File: config.mk
export PLATFORM = sky130hd
export DESIGN_NAME = tlmd_out_fifo
export DESIGN_NICKNAME = d
export VERILOG_FILES = /design/src/hw/rtl/tlmd_pkg.sv /design/src/hw/rtl/tlmd_out_fifo.sv
export SDC_FILE = /design/constraint.sdc
export NUM_CORES = 1
export LEC_CHECK = 0
export BUFFER_PORTS_ARGS = -buffer_cell sky130_fd_sc_hd__buf_2
export CORE_ASPECT_RATIO = 0.6
export CORE_UTILIZATION = 35
export CTS_BUF_LIST = sky130_fd_sc_hd__clkbuf_8
export DETAILED_ROUTE_END_ITERATION = 10
export SYNTH_ARGS = -nofsm -noshare
export SYNTH_HDL_FRONTEND = slang
export SYNTH_SLANG_ARGS = --single-unit
File: constraint.sdc
create_clock -name clk -period 6.1 [get_ports clk]
set_clock_uncertainty 0.1 [all_clocks]
set_input_delay 1.22 -clock clk [delete_from_list [all_inputs] [get_ports clk]]
set_output_delay 1.22 -clock clk [all_outputs]
set_load 0.005 [all_outputs]
File: src/hw/rtl/tlmd_pkg.sv
// ----------------------------------------------------------------------------
// tlmd_pkg
// Shared types and codes for the typed length-prefixed message deframer.
// ----------------------------------------------------------------------------
package tlmd_pkg;

	localparam int unsigned HDR_BYTES = 4;
	localparam int unsigned OQ_DEPTH  = 3;

	typedef enum logic [1:0] {
		OK_HDR   = 2'd0,
		OK_DATA  = 2'd1,
		OK_ERR   = 2'd2,
		OK_REG   = 2'd3
	} out_kind_t;

	// header status
	localparam logic [1:0] HS_OK       = 2'd0;
	localparam logic [1:0] HS_BAD_TYPE = 2'd1;
	localparam logic [1:0] HS_LIMITS   = 2'd2;
	localparam logic [1:0] HS_SHORT    = 2'd3;

	// registration status
	localparam logic [1:0] RS_OK       = 2'd0;
	localparam logic [1:0] RS_BAD_TYPE = 2'd1;
	localparam logic [1:0] RS_DUP      = 2'd2;
	localparam logic [1:0] RS_MIN_MAX  = 2'd3;

	localparam logic IK_STREAM = 1'b0;
	localparam logic IK_REG    = 1'b1;

	typedef struct packed {
		out_kind_t   kind;
		logic [7:0]  payload_byte;
		logic [15:0] msg_type;
		logic [15:0] msg_size;
		logic [1:0]  status;
		logic        last;
	} res_t;

	typedef struct packed {
		logic [15:0] min_size;
		logic [15:0] max_size;
	} limits_t;

endpackage

File: src/hw/rtl/tlmd_out_fifo.sv
// ----------------------------------------------------------------------------
// tlmd_out_fifo
// Small result queue decoupling the pipeline from the output stall.
// ----------------------------------------------------------------------------
module tlmd_out_fifo (
	input  logic           clk,
	input  logic           arst_n,
	input  logic           push,
	input  tlmd_pkg::res_t push_data,
	output logic [1:0]     count,
	output logic           out_valid,
	input  logic           out_stall,
	output tlmd_pkg::res_t out_data
);
	import tlmd_pkg::*;

	res_t       slot_q [OQ_DEPTH];
	logic [1:0] wr_ptr_q;
	logic [1:0] rd_ptr_q;
	logic [1:0] cnt_q;
	logic       pop;

	assign pop = (cnt_q != 2'd0) && !out_stall;

	always_ff @(posedge clk or negedge arst_n) begin
		if (!arst_n) begin
			wr_ptr_q <= '0;
			rd_ptr_q <= '0;
			cnt_q    <= '0;
		end else begin
			if (push) begin
				wr_ptr_q <= (wr_ptr_q == 2'(OQ_DEPTH - 1)) ? 2'd0 : wr_ptr_q + 2'd1;
			end
			if (pop) begin
				rd_ptr_q <= (rd_ptr_q == 2'(OQ_DEPTH - 1)) ? 2'd0 : rd_ptr_q + 2'd1;
			end
			cnt_q <= cnt_q + {1'b0, push} - {1'b0, pop};
		end
	end

	always_ff @(posedge clk) begin
		if (push) begin
			slot_q[wr_ptr_q] <= push_data;
		end
	end

	assign count     = cnt_q;
	assign out_valid = (cnt_q != 2'd0);
	assign out_data  = slot_q[rd_ptr_q];

endmodule

# Word-level counts from Yosys, hierarchy flattened
# Memory sizes are Yosys's and may differ from the RTL's.
# Index checks and enable logic that the tools add are counted.
classes:
  n_eq_ne: 2
  n_reduce_logical: 3
  n_mux: 4
  n_addsub: 4
op_table:
  columns: ["cell", "n"]
  rows:
  - ["$add A2 B1 Y2 const B", 2]
  - ["$eq A2 B2 Y1 const B", 2]
  - ["$mux W2", 2]
  - ["$add A2 B1 Y2", 1]
  - ["$mux W1", 2]
  - ["$reduce_bool A2 Y1", 1]
  - ["$sub A2 B1 Y2", 1]
  - ["$logic_and A1 B1 Y1", 1]
  - ["$logic_not A1 Y1", 1]
totals:
  wordCells: 17
  reg_bits: 6
  output_inout_bits: 48
  input_bits: 49
  ramBits: 135
  memories: 1
memory_table:
  columns: ["name", "depth", "word_bits", "rd", "rd_ports_with_merged_regs", "write_ports", "line", "text"]
  rows:
  - ["slot_q", 3, 45, 1, 0, 1, "tlmd_out_fifo.sv:17", "res_t slot_q [OQ_DEPTH];"]

# Logic depth before layout (Yosys ltp)
# Gate-level depths: netlist (run 1).
logic_depth:
  word_depth: 3
  ltp_mapped: 6
  depth_no_buf: 6

# Worst setup path after synthesis (run 1)
# Ideal clock, no wire load.
synth_timing:
  kind: "input-to-reg"
  start: "input push"
  end: "memory slot_q[2][0] (netlist name) (enable)"
  setup_time_ns: 0.513
  t_required_ns: 5.487
  slack_ns: 0.914
  arrival_time_ns: 4.573
  path_buffers: 0
  stages: 2
  cell_sequence: "inv_1 > nor3b_1"
synth_between:
  elab_chain_cells: 2
synth_rtl:
  columns: ["item", "line", "text"]
  rows:
  - ["start, declared", "tlmd_out_fifo.sv:8", "input logic push,"]
  - ["$mux W1", "tlmd_out_fifo.sv:42", "if (push) begin"]
  - ["$mux W1 (implied by the code)", "tlmd_out_fifo.sv:43", "slot_q[wr_ptr_q] <= push_data;"]
  - ["end, declared", "tlmd_out_fifo.sv:17", null]
# Every way passes these cells.

==> flow_summary.json, run 1 <==
{
  "synth_area_leaders": "edfxtp_1, mux2i_1, nand2_1",
  "hp-class": "reg2reg",
  "worst_pin_slew_ps": 737,
  "nets": 468,
  "n_fill_cell": 1329,
  "power_density_nw_per_um2": 428,
  "synth-main-ff-cell": "edfxtp_1",
  "die-width_um": 161,
  "clkLatencyLatePin_ps": 420,
  "setup_violations": 0,
  "gr-usage-all-layers": 0.134,
  "antenna_found_initial": 1,
  "syn_inst": 311,
  "crit_family": "buffers and inverters",
  "required_ps": 4780,
  "max_slew_margin": 0.509,
  "vias": 2840,
  "root_buffer": "clkbuf_8",
  "ant_nets": 0,
  "fin_tns_setup_ps": 0,
  "rsz0062_at_grt": "no",
  "synth_area_um2": 5310,
  "ctsResizeCount": 0,
  "clk_path_buf_depth": 2,
  "report.final.hold_viol_count": 0,
  "cts.sinks": 141,
  "grt_pass1_vias": 2999,
  "cts_tree": "built",
  "dp.cells": 596,
  "wl_per_cell_um": 15.8,
  "end_kind": "primary output",
  "grt_max_degree": 50,
  "crit_type": "reg2out",
  "clock.fmax_ghz": 0.278,
  "syn_to_final_growth_pct": 20.0,
  "syn_nets": 362,
  "outcome": "completed",
  "die_area_um2": 15700,
  "synth_top_area_share": 0.763,
  "final-instance-count-excl-fill": 626,
  "ctsHoldBuffers": 0,
  "synth_top_area_cell": "edfxtp_1",
  "overflow": 0,
  "hpwl_mm": 6.05,
  "initial_core_util": 0.363,
  "synth_edf_count": 135,
  "critPathArrivalTime_ps": 2270,
  "ys_warn_count": 0,
  "fin_crit_sh": 0.589,
  "gp_congestion": 0.716,
  "power_w": 0.00273,
  "n_antenna_cell": 0,
  "drive_gt1_frac": 0.322,
  "wirelength_mm": 9.86,
  "port_buffers": 96,
  "synth.distinct_cells": 21,
  "grt_pass1_wl_mm": 15.5,
  "power_leakage_nw": 2.37,
  "ys_seq_area_frac": 0.791,
  "first_pass_iters": 4,
  "cp_max_fo": 36,
  "ir_drop_mv": 0.222,
  "startpoint_type": "flop",
  "async_reset_ff_frac": 0.0426,
  "numCtsBuffers": 17,
  "cts_setup_buffers": 0,
  "timing.final.crit_period_ps": 3590,
  "cp_slowest_cell": "dfrtp_2",
  "yosys_register_bits": 141,
  "fp.dieH_um": 97.4,
  "cap_violations": 0,
  "htreeDepth": 4,
  "fp-row-count": 34,
  "clk_pin_slew_worst_paths_ps": 70,
  "critical_path.cell_chain": "buf_4 -> mux2i_1 -> o21ai_0 -> buf_2",
  "drt-initial-drc-count": 162,
  "core_area_um2": 14600,
  "syn_area_per_cell_um2": 17.1,
  "drc": 0,
  "drt-vias-per-instance": 4.54,
  "cpPeakStageDelay_ps": 610,
  "pin_count": 97,
  "drv_slew": 0,
  "path_buf_inv": 2
}
-- cells in the final DEF, fill, tap and decap left out, drive strengths merged --
cell / n
a21o: 1
buf: 103
bufinv: 3
clkbuf: 17
clkinv: 6
clkinvlp: 2
dfrtp: 6
edfxtp: 135
ha: 2
inv: 5
mux2: 2
mux2i: 46
nand2: 46
nor2: 2
nor2b: 1
nor3b: 2
o21ai: 45
o21ba: 1
or2: 1
xnor2: 2
-- cell families (layout without fill, tap and decap cells) --
kind of cell	Yosys count	in the layout	share of synthesized area
mux	48	48	0.0909
compound gates	47	47	0.0457
buf+inv	19	136	0.0250
flops	141	141	0.791
simple gates	52	52	0.0391
fa+ha+maj	2	2	0.00471
xor+xnor	2	2	0.00330
-- Yosys cell counts (all sizes together) (2+ instances only) --
library cell	count
inv	3
nand2	46
dfrtp	6
o21ai	45
buf	9
edfxtp	135
xnor2	2
clkbuf	7
nor2	2
mux2	2
nor3b	2
mux2i	46
ha	2
-- layer usage --
layer / track usage / wire length (um) / up-vias
met5: 0 / 8 / -
met4: 0.0544 / 150 / 2
met3: 0.0521 / 705 / 16
met2: 0.205 / 4350 / 76
met1: 0.170 / 4650 / 1373
li1: - / - / 1373
-- worst paths after layout --
check | from | to | slack, ps | depth (start not counted)
setup / recovery | rd_ptr_q[0]$_DFFE_PN0P_ | out_data[21] | 2510 | 4
hold / removal | count[1]$_DFF_PN0_ | count[1]$_DFF_PN0_ | 440 | 1
setup reg to reg | wr_ptr_q[0]$_DFFE_PN0P_ | slot_q[1][12]$_DFFE_PP_ | 4050 | 3
hold reg to reg | count[1]$_DFF_PN0_ | count[1]$_DFF_PN0_ | 440 | 1
max in group asynchronous | arst_n | rd_ptr_q[0]$_DFFE_PN0P_ | 5200 | 1
min in group asynchronous | arst_n | count[1]$_DFF_PN0_ | 520 | 1
-- layout make-up --
class / instances / area (um^2) / area share
inverters: 3 / 11.3 / 0.00177
well taps: 198 / 248 / 0.0388
flip-flops and latches: 141 / 4210 / 0.660
repair buffers: 103 / 533 / 0.0836
clock buffers: 17 / 234 / 0.0367
multi-input cells: 151 / 993 / 0.156
clock inverters: 13 / 151 / 0.0237
-- state kept, by name, summed over array words and instances, names as in the netlist --
name	count
wr_ptr_q	2
rd_ptr_q	2
count	2
slot_q	135
-- where the power goes --
part / internal, W / switching, W
registers: 0.00121 / 0.0000937
logic: 0.000305 / 0.000384
clock network: 0.000395 / 0.000335
-- per-stage QoR --
step,hold WS (ps),setup slack (ps),utilization,cell area (um^2)
5_1_grt,455,2310,0.436,6380
3_5_place_dp,429,2950,0.409,5990
2_1_floorplan,386,914,-,5310
3_3_place_gp,404,2960,0.409,5990
6_report,436,2510,0.436,6380
4_1_cts,439,2470,0.436,6380
(Power assumes the default switching activity.)
==> inputs of run 2 (changes only) <==
clock period = 3.05 ns   (was 6.1 ns; I/O delays follow)
==> flow_summary.json, run 2 (synthesis gave the netlist of run 1 again) <==
{
  "outcome": "completed",
  "timing.final.crit_period_ps": 2440,
  "cts.sinks": 141,
  "crit_start": "rd_ptr_q[0]$_DFFE_PN0P_",
  "hp-class": "in2reg",
  "power.switching_w": 0.00164,
  "drt-initial-drc-count": 224,
  "fin_tns_setup_ps": 0,
  "ir_drop_mv": 0.526,
  "fp-row-count": 34,
  "drc": 0,
  "rsz0062_at_grt": "no",
  "core_area_um2": 14600,
  "syn_to_final_growth_pct": 22.0,
  "required_ps": 2340,
  "vias": 2849,
  "final_common_cell": "edfxtp_1",
  "met1_usage": 0.185,
  "nets": 469,
  "timing.rr.start": "wr_ptr_q[0]$_DFFE_PN0P_",
  "drive_gt1_frac": 0.328,
  "swShare": 0.289,
  "htreeDepth": 4,
  "final-instance-count-excl-fill": 630,
  "report.final.hold_viol_count": 0,
  "clk_path_buf_depth": 2,
  "power_w": 0.00568,
  "gr-usage-all-layers": 0.133,
  "power_leakage_nw": 2.41,
  "cp_slowest_cell": "dfrtp_2",
  "layout_common_cells": "edfxtp_1, buf_2, mux2i_1, nand2_1, o21ai_0",
  "power_density_nw_per_um2": 876,
  "clk_pin_slew_worst_paths_ps": 80,
  "initial_core_util": 0.363,
  "numCtsBuffers": 17,
  "setup_violations": 0,
  "wirelength_mm": 10.0,
  "top_register": "slot_q",
  "cts_tree": "built",
  "p_comb_frac": 0.264,
  "use_met2": 0.182,
  "hpwl_mm": 6.23,
  "clkLatencyLatePin_ps": 420,
  "gp_congestion": 0.753,
  "utilization": 0.443,
  "port_buffers": 96,
  "critPathArrivalTime_ps": 1730,
  "antenna_found_initial": 3,
  "pin_count": 97,
  "p_int_w": 0.00404,
  "wl_per_cell_um": 15.9,
  "grt_pass1_wl_mm": 15.2,
  "drv_slew": 0,
  "stdcell_area_um2": 6480,
  "hp-start": "push_data[18]",
  "cp_max_fo": 48,
  "critical_path.cell_chain": "buf_12 -> mux2i_1 -> o21ai_0 -> buf_2",
  "worst_pin_slew_ps": 667,
  "clockPowerShare": 0.287,
  "grt_max_degree": 51,
  "grt_pass1_vias": 2814,
  "root_buffer": "clkbuf_8",
  "first_pass_iters": 5,
  "overflow": 0,
  "cpPeakStageDelay_ps": 380,
  "ant_nets": 0,
  "largest_reg_flops": 135,
  "clock.fmax_ghz": 0.409,
  "crit_type": "reg2out",
  "end_kind": "primary output",
  "ctsResizeCount": 0,
  "grt_busiest_layer": "met1",
  "cap_violations": 0,
  "startpoint_type": "flop",
  "drt-vias-per-instance": 4.52,
  "die_area_um2": 15700,
  "max_slew_margin": 0.556,
  "use_met3": 0.0615,
  "fp.dieH_um": 97.4,
  "dp.cells": 596,
  "fin_crit_sh": 0.801,
  "seqPwrFrac": 0.449,
  "placed_area_um2": 6030,
  "die-width_um": 161
}
## run 2: cell count changes in the layout (fill, tap and decap cells not counted), sizes merged
| cell | change |
|---|---|
| inv | -1 |
| dlygate4sd3 | +1 |
| diode | +2 |
| bufinv | +2 |
## run 2: final timing paths
check / cells past startpoint / slack, ps / to
max: 4 / 610 / out_data[23]
min: 1 / 290 / slot_q[1][18]$_DFFE_PP_
max reg2reg: 3 / 1270 / slot_q[1][16]$_DFFE_PP_
min reg2reg: 1 / 410 / count[1]$_DFF_PN0_
min in group asynchronous: 2 / 450 / count[1]$_DFF_PN0_
max in group asynchronous: 2 / 2240 / rd_ptr_q[0]$_DFFE_PN0P_
## run 2: power groups by stage
stage | Clock (W) | Combinational [W] | Sequential [W]
after global routing | 0.00175 | 0.00167 | 0.00258
final | 0.00163 | 0.00150 | 0.00255
after floorplan | 0 | 0.00100 | 0.00254
after CTS | 0.00166 | 0.00153 | 0.00255
after global placement | 0 | 0.00151 | 0.00258
after detailed placement | 0 | 0.00153 | 0.00260
## run 2: metal layers
metal | share of wire | vias to the layer above
met2 | 0.42 | 91
met3 | 0.095 | 10
met1 | 0.48 | 1367
li1 | - | 1379
met5 | 0.0013 | -
met4 | 0.0075 | 2
## run 2: final cells by class
type | instances | area [um^2]
diodes | 2 | 5.00
clock buffers | 17 | 234
clock inverters | 14 | 201
fillers | 1320 | 8150
inverters | 3 | 11.3
multi-input cells | 151 | 1010
flip-flops and latches | 141 | 4210
well taps | 198 | 248
repair buffers | 104 | 568
## run 2: metrics by stage
step | hold WS, ps | worst slack [ps]
global placement | 344 | 1060
finish | 288 | 606
detailed placement | 349 | 1020
global route | 251 | 464
floorplan | 214 | 67.2
CTS | 261 | 617
## run 2: worst max-delay path: cells and delay by family, from the launching register on
family	cells	cell delay, ps
muxes	1	120
DFF	1	380
AOI/OAI and AO/OA	1	290
buffers and inverters	2	490
## run 2: what timing repair did
item / 4_1_cts / 5_1_grt
hold buffers: 1 / 0
hold endpoints to repair: 6 / 0
buffers inserted: 0 / 0
==> inputs of run 3 (changes only) <==
clock period = 2.4 ns   (was 3.05 ns; I/O delays follow)
==> flow_summary.json, run 3 (synthesis gave the netlist of run 1 again) <==
{
  "grt_pass1_vias": 2960,
  "clk_pin_slew_worst_paths_ps": 80,
  "timing.rr.start": "count[0]$_DFF_PN0_",
  "fin_tns_setup_ps": 0,
  "htreeDepth": 4,
  "hp-class": "in2reg",
  "antenna_found_initial": 1,
  "drv_slew": 0,
  "drive_gt1_frac": 0.336,
  "vias": 2875,
  "ir_drop_mv": 0.414,
  "hpwl_mm": 6.19,
  "path_buf_inv": 2,
  "clock.fmax_ghz": 0.441,
  "crit_family": "flip-flops",
  "die_area_um2": 15700,
  "fin_crit_sh": 0.944,
  "path_depth": 3,
  "crit_type": "reg2out",
  "drt-initial-drc-count": 166,
  "layout_common_cells": "edfxtp_1, buf_2, mux2i_1, nand2_1, o21ai_0",
  "overflow": 0,
  "top_register": "slot_q",
  "power_density_nw_per_um2": 1120,
  "outcome": "completed",
  "r2r.worst_path.cells": 6,
  "gp_congestion": 0.748,
  "reg2reg_to": "count[1]$_DFF_PN0_",
  "largest_reg_flops": 135,
  "report.final.hold_viol_count": 0,
  "cts.sinks": 141,
  "fp.dieH_um": 97.4,
  "initial_core_util": 0.363,
  "core_area_um2": 14600,
  "crit_start": "rd_ptr_q[1]$_DFFE_PN0P_",
  "rsz0062_at_grt": "no",
  "worst_pin_slew_ps": 393,
  "required_ps": 1820,
  "utilization": 0.448,
  "drc": 0,
  "startpoint_type": "flop",
  "clk_path_buf_depth": 2,
  "max_slew_margin": 0.738,
  "cts_tree": "built",
  "power_leakage_nw": 2.45,
  "endpoint": "out_data[9]",
  "end_kind": "primary output",
  "final_common_cell": "edfxtp_1",
  "grt_pass1_wl_mm": 15.7,
  "first_pass_iters": 5,
  "cap_violations": 0,
  "clkLatencyLatePin_ps": 420,
  "fp-row-count": 34,
  "pin_count": 97,
  "wirelength_mm": 10.0,
  "power_w": 0.00737,
  "r2r_setup_slack_ps": 760,
  "cpPeakStageDelay_ps": 610,
  "drt-vias-per-instance": 4.53,
  "critPathArrivalTime_ps": 1690,
  "grt_max_degree": 50,
  "fin_hold_ws_ps": 145,
  "setup_violations": 0,
  "syn_to_final_growth_pct": 23.4,
  "cp_max_fo": 49,
  "critical_path.cell_chain": "buf_12 -> o21ai_0 -> buf_2",
  "timing.final.crit_period_ps": 2270,
  "root_buffer": "clkbuf_8",
  "wl_per_cell_um": 15.8,
  "die-width_um": 161,
  "cp_slowest_cell": "dfrtp_4",
  "port_buffers": 96,
  "numCtsBuffers": 17,
  "gr-usage-all-layers": 0.136,
  "nets": 473,
  "ant_nets": 0
}
==> run 3: cell types whose count changed in the layout (fill, tap and decap cells not counted), moves of 2 or more <==
cell	delta
dfrtp_2	-2
clkinv_4	+2
inv_6	+2
buf_12	+2
clkinv_2	-3
buf_4	+2
dfrtp_4	+2
==> run 3: timing repair <==
action / CTS / global route
setup endpoints to repair: 32 / 30
hold buffers: 1 / 0
buffers inserted: 2 / 0
gates resized for setup: 1 / 2
endpoints found under the hold margin: 6 / 0
==> run 3: power breakdown <==
group,switching [W],total [W],internal [W]
clock network,0.000918,0.00216,0.00124
registers,0.000181,0.00328,0.00309
logic,0.00105,0.00194,0.000890
total,0.00215,0.00737,0.00522
==> run 3: metrics by stage <==
step	setup WS (ps)	std cells	cell area (um^2)
4_1_cts	26.8	633	6550
3_5_place_dp	360	598	6070
5_1_grt	4.43	633	6560
2_1_floorplan	155	311	5340
3_3_place_gp	376	598	6070
6_report	135	634	6560
==> run 3: worst min path at each step <==
| stage | start | endpoint | slack (ps) | depth (start not counted) |
|---|---|---|---|---|
| global route | push_data[4] | slot_q[2][4]$_DFFE_PP_ | 110 | 1 |
| finish | push_data[9] | slot_q[0][9]$_DFFE_PP_ | 140 | 1 |
| global placement | arst_n | count[1]$_DFF_PN0_ | 220 | 1 |
| floorplan | arst_n | count[0]$_DFF_PN0_ | 80 | 0 |
| CTS | push_data[12] | slot_q[0][12]$_DFFE_PP_ | 120 | 1 |
| detailed placement | arst_n | count[1]$_DFF_PN0_ | 220 | 1 |
==> run 3: metal layers <==
layer,vias up,global-route usage,routed length [um]
met2,75,0.207,4410
li1,1389,-,-
met3,10,0.0683,797
met5,-,0,0
met1,1401,0.171,4740
met4,0,0.0327,81
==> run 3: cell type report <==
type,count,area [um^2]
fill,1326,8080
sequential,141,4210
multi-input combinational,151,1010
timing repair buffer,108,623
tap,198,248
clock buffer,17,234
clock inverter,15,221
inverter,3,11.3
antenna,1,2.50
